## src/rtl/chaosnet_interface_registers_unit_defines.svh

```systemverilog
// assertion macros for the network interface register unit
`ifndef CHAOSNET_INTERFACE_REGISTERS_UNIT_DEFINES_SVH
`define CHAOSNET_INTERFACE_REGISTERS_UNIT_DEFINES_SVH

// same-cycle implication, sampled on clk, off during reset
`define CHNI_ASSERT_IMPL(lbl, ante, cons, msg) \
	lbl: assert property (@(posedge clk) disable iff (!arst_n) (ante) |-> (cons)) \
		else $error(msg);

// next-cycle implication, sampled on clk, off during reset
`define CHNI_ASSERT_NEXT(lbl, ante, cons, msg) \
	lbl: assert property (@(posedge clk) disable iff (!arst_n) (ante) |=> (cons)) \
		else $error(msg);

`endif

```

## src/rtl/chni_pkg.sv

```systemverilog
// shared types, constants and helpers of the network interface register unit
package chni_pkg;

	localparam int BUF_WORDS = 4096;
	localparam int AW = $clog2(BUF_WORDS);
	localparam int CW = AW + 1;

	localparam logic [15:0] OWN_ADDR_RST = 16'o401;
	localparam logic [15:0] EMPTY_BITS = 16'o7777;
	localparam logic [CW-1:0] DISCARD_BUSY = {CW{1'b1}};
	localparam logic [CW-1:0] DISCARD_LONG = {{(CW-1){1'b1}}, 1'b0};

	// csr bit positions
	localparam int B_LOOP = 1;
	localparam int B_RX_CLR = 3;
	localparam int B_RX_EN = 4;
	localparam int B_TX_EN = 5;
	localparam int B_TX_ABORT = 6;
	localparam int B_TX_DONE = 7;
	localparam int B_TX_CLR = 8;
	localparam int B_LOST_LO = 9;
	localparam int B_RESET = 13;
	localparam int B_RX_DONE = 15;
	localparam logic [15:0] CSR_KEEP = 16'hDE88;

	typedef enum logic [3:0] {
		OP_RD_CSR = 4'd0,
		OP_WR_CSR = 4'd1,
		OP_WR_TX = 4'd2,
		OP_RD_RX = 4'd3,
		OP_RD_BITS = 4'd4,
		OP_RD_ADDR = 4'd5,
		OP_TRANSMIT = 4'd6,
		OP_LINK_RX = 4'd7,
		OP_LINK_PULL = 4'd8
	} op_t;

	typedef enum logic [3:0] {
		S_IDLE,
		S_EXEC,
		S_TX_CHK,
		S_TX_DEC,
		S_COPY,
		S_COPY_END,
		S_TX_END,
		S_LINK_CHK,
		S_RESP
	} state_t;

	// controller to datapath
	typedef struct packed {
		logic load;
		logic exec;
		logic tx_chk;
		logic tx_dec;
		logic copy;
		logic copy_end;
		logic tx_end;
		logic link_chk;
	} cmd_t;

	// datapath to controller
	typedef struct packed {
		logic is_tx;
		logic link_chk;
		logic match;
		logic copy_last;
	} stat_t;

	// ones'-complement add of two words
	function automatic logic [15:0] ones_add(logic [15:0] a, logic [15:0] b);
		logic [16:0] s;
		s = {1'b0, a} + {1'b0, b};
		return s[15:0] + {15'd0, s[16]};
	endfunction

	// bit count minus one of a packet of n words
	function automatic logic [15:0] bit_len(logic [CW-1:0] n);
		logic [CW+3:0] t;
		t = {n, 4'b0000} - (CW+4)'(1);
		return t[15:0];
	endfunction

endpackage

```

## src/rtl/chni_ctrl.sv

```systemverilog
// sequencing state machine of the network interface register unit
module chni_ctrl (
	input  logic           clk,
	input  logic           arst_n,
	input  logic           start,
	input  chni_pkg::stat_t st,
	output chni_pkg::cmd_t cmd,
	output logic           busy,
	output logic           result_valid
);
	import chni_pkg::*;

	state_t state_q, state_d;

	// state register
	always_ff @(posedge clk or negedge arst_n) begin
		if (!arst_n) begin
			state_q <= S_IDLE;
		end else begin
			state_q <= state_d;
		end
	end

	// next state and commands
	always_comb begin
		state_d = state_q;
		cmd = '0;
		busy = 1'b1;
		result_valid = 1'b0;
		unique case (state_q)
			S_IDLE, S_RESP: begin
				busy = 1'b0;
				result_valid = (state_q == S_RESP);
				cmd.load = start;
				state_d = start ? S_EXEC : S_IDLE;
			end
			S_EXEC: begin
				cmd.exec = 1'b1;
				if (st.is_tx) begin
					state_d = S_TX_CHK;
				end else if (st.link_chk) begin
					state_d = S_LINK_CHK;
				end else begin
					state_d = S_RESP;
				end
			end
			S_TX_CHK: begin
				cmd.tx_chk = 1'b1;
				state_d = S_TX_DEC;
			end
			S_TX_DEC: begin
				cmd.tx_dec = 1'b1;
				state_d = st.match ? S_COPY : S_TX_END;
			end
			S_COPY: begin
				cmd.copy = 1'b1;
				state_d = st.copy_last ? S_COPY_END : S_COPY;
			end
			S_COPY_END: begin
				cmd.copy_end = 1'b1;
				state_d = S_TX_END;
			end
			S_TX_END: begin
				cmd.tx_end = 1'b1;
				state_d = S_RESP;
			end
			S_LINK_CHK: begin
				cmd.link_chk = 1'b1;
				state_d = S_RESP;
			end
			default: begin
				state_d = S_IDLE;
			end
		endcase
	end
endmodule

```

## config.mk

```make
export PLATFORM = sky130hd
export DESIGN_NAME = chni_ctrl
export DESIGN_NICKNAME = d
export VERILOG_FILES = /design/src/rtl/chaosnet_interface_registers_unit_defines.svh /design/src/rtl/chni_pkg.sv /design/src/rtl/chni_ctrl.sv
export SDC_FILE = /design/constraint.sdc
export NUM_CORES = 1
export LEC_CHECK = 0
export ABC_AREA = 1
export BUFFER_PORTS_ARGS = -buffer_cell sky130_fd_sc_hd__buf_2
export CELL_PAD_IN_SITES_DETAIL_PLACEMENT = 1
export CELL_PAD_IN_SITES_GLOBAL_PLACEMENT = 2
export CORE_MARGIN = 10
export CORE_UTILIZATION = 20
export DETAILED_ROUTE_END_ITERATION = 10
export PLACE_DENSITY_LB_ADDON = 0.1
export SLEW_MARGIN = 20
export SYNTH_ARGS = -nofsm -noshare
export SYNTH_HDL_FRONTEND = slang
export SYNTH_SLANG_ARGS = --single-unit
```

## constraint.sdc

```tcl
create_clock -name clk -period 1.1 [get_ports clk]
set_input_delay 0.165 -clock clk [delete_from_list [all_inputs] [get_ports clk]]
set_output_delay 0.165 -clock clk [all_outputs]
set_load 0.01 [all_outputs]
```

==> results.sh <==
export IMPL_status="complete, but fails checks"
export IMPL_violations="setup timing"
export IMPL_dominantRegCellSynth="dfrtp_1"
export IMPL_synth_most_common_cell="nand2_1"
export IMPL_worst_ep_arrival_time_ns=1.15
export IMPL_cp_data_required_time_ns=0.94
export IMPL_clock_sinks=4
export IMPL_antenna_found_initial=0
export IMPL_tightest_slew_ns=0.204
export IMPL_crit_fanout=5
export IMPL_final_setup_viol_count=11
export IMPL_syn_avg_cell_area_sq_um=7.21
export IMPL_startpoint_type="flip-flop"
export IMPL_p_leak_uw=0.000370
export IMPL_synth_area_leaders="dfrtp_1, nor2_2, nand2_1"
export IMPL_synth_edf_count=0
export IMPL_cp_cell_sequence="nor2_4 > inv_2 > nor3_2 > buf_2"
export IMPL_async_reset_ff_share_pct=100
export IMPL_antenna_cells=0
export IMPL_cap_violations=0
export IMPL_cp_end_kind="output port"
export IMPL_maxSlewViolCount=0
export IMPL_numCtsBuffers=3
export IMPL_gp_congestion=0.746
export IMPL_core_area_sq_um=1540
export IMPL_numPortBuffers=16
export IMPL_synth_top_area_cell="dfrtp_1"
export IMPL_synth_top_cell_area_share_pct=30.2
export IMPL_finalCriticalPeriod_ns=1.31
export IMPL_grt_pass1_vias=463
export IMPL_crit_family="flip-flops"
export IMPL_synthDistinctLibCells=15
export IMPL_cpPeakStageDelay_ns=0.47
export IMPL_cts_tree="done"
export IMPL_rsz0062_at_grt="yes"
export IMPL_clk_pin_slew_ns=0.04
export IMPL_yosysWarnings=0
export IMPL_hold_viol_final=0
export IMPL_grt_max_degree=6
export IMPL_synth_common_cells="nand2_1, inv_1, nor2_2"
export IMPL_grt_pass1_wl_um=2040
export IMPL_grt_use_total_pct=7.23
export IMPL_syn2layout_area_growth_pct=107
export IMPL_power_per_cell_area_nw_per_um2=2850
export IMPL_whs_ns=0.171
export IMPL_drt_iter0_drc=1
export IMPL_drive_above_1_share_pct=76.5
export IMPL_syn_inst=46
export IMPL_clockBufferDepth=2
export IMPL_antenna_left=0
export IMPL_relSlewSlack_pct=86.4
export IMPL_top_register="state_q"
export IMPL_vias_per_cell=4.40
export IMPL_die_w_um=60.7
export IMPL_layout_setup_ws_ns=-0.210
export IMPL_vias=427
export IMPL_fin_worst_skew_ns=0.000275
export IMPL_ir_drop_mv=1.31
export IMPL_hp_class="input pin to flip-flop"
export IMPL_largest_reg_flops=4
export IMPL_htreeDepth=1
export IMPL_synth_seq_cells=4
export IMPL_drcViolationCount=0
export IMPL_die_h_um=60.7
export IMPL_io_pins=17
export IMPL_dr_pass1_iters=2
export IMPL_dp_hpwl_um=906
export IMPL_post_route_period_util_pct=119
export IMPL_synthesis_nets=53
export IMPL_syn_area_sq_um=332
export IMPL_reg_top3="state_q: 4 flops"
export IMPL_worstSkewPairLatency_ns=0.23
export IMPL_fmax_mhz=763
export IMPL_start_util_pct=21.5
export IMPL_row_count=14
export IMPL_grt_overflow=0
export IMPL_path_buf_inv=2
export IMPL_ys_seq_area_share_pct=30.2
export IMPL_path_class="flip-flop to output port"
export IMPL_tns_ns=-1.76
export IMPL_cp_slowest_cell="dfrtp_2"
export IMPL_die_area_sq_um=3690
export IMPL_cts_root_buf="clkbuf_4"
export IMPL_drt_total_wl_um=1210
export IMPL_wl_per_cell_um=12.4
export IMPL_fin_nets=90
-- cell usage in the layout, fill, tap and decap left out, types with 3 or more instances in the layout --
| cell type | n |
|---|---|
| buf_2 | 12 |
| buf_4 | 10 |
| buf_6 | 9 |
| clkbuf_4 | 3 |
| inv_1 | 4 |
| inv_2 | 6 |
| nand2_1 | 6 |
| nand3_1 | 3 |
| nand3_2 | 3 |
| nor2_4 | 5 |
-- report_power, final --
part | total (uW) | internal (uW) | switching [uW]
logic | 1440 | 736 | 708
clock network | 177 | 122 | 55.5
registers | 338 | 218 | 120
-- metal layers --
layer / share of wire, % / track usage [%]
met5: 0 / 0
met3: 10 / 3.76
met1: 42 / 8.82
met4: 0 / 2.82
met2: 48 / 10.5
-- logic make-up after synthesis --
kind of cell | after synthesis | synth area share (%)
AO/OA/AOI/OAI | 1 | 3.77
buffers and inverters | 11 | 12.5
flip-flops | 4 | 30.2
AND/OR/NAND/NOR | 30 | 53.6
-- what timing repair did --
item                                   4_1_cts  5_1_grt
resized for setup                           14       12
endpoints found under the hold margin        4        0
hold buffers                                 1        0
gates cloned                                 0        0
pin swaps                                    3        5
buffers inserted                             4        5
setup endpoints to repair                   10       13
-- worst reg2reg max path, stage by stage, from the launching register on --
cell and delay [ns]:
dfrtp_1 0.39, buf_6 0.15, inv_4 0.04, nand2_2 0.05
nor2_2 0.04, buf_4 0.12, nor2_2 0.12, nand3_2 0.07
-- through the flow --
stage          setup WS (ns)  cell area (sq um)  total power (uW)  utilization, %  instances
6_report              -0.210                687              1960            44.6         97
5_1_grt               -0.286                687              2140            44.6         97
4_1_cts               -0.209                598              1700            38.8         93
3_5_place_dp         -0.0164                484              1280            31.4         85
3_3_place_gp         -0.0402                484              1280            31.4         85
2_1_floorplan         0.0311                332               853               -         46
-- area by class of cell --
type	instances	area, sq um
fillers	196	855
multi-input cells	31	251
repair buffers	32	246
flip-flops and latches	4	103
inverters	11	43.8
clock buffers	3	22.5
well taps	16	20.0
-- path summary, 6_finish.rpt --
path	start	cells after the start	slack, ns	end
setup / recovery	state_q[1]	4	-0.21	result_valid
hold / removal	st[0]	3	0.17	state_q[0]
setup reg to reg	state_q[2]	7	-0.01	state_q[1]
hold reg to reg	state_q[3]	3	0.69	state_q[2]
max in group asynchronous	arst_n	2	0.70	state_q[0]
min in group asynchronous	arst_n	2	0.27	state_q[2]
Power figures use the tool's default switching activity.
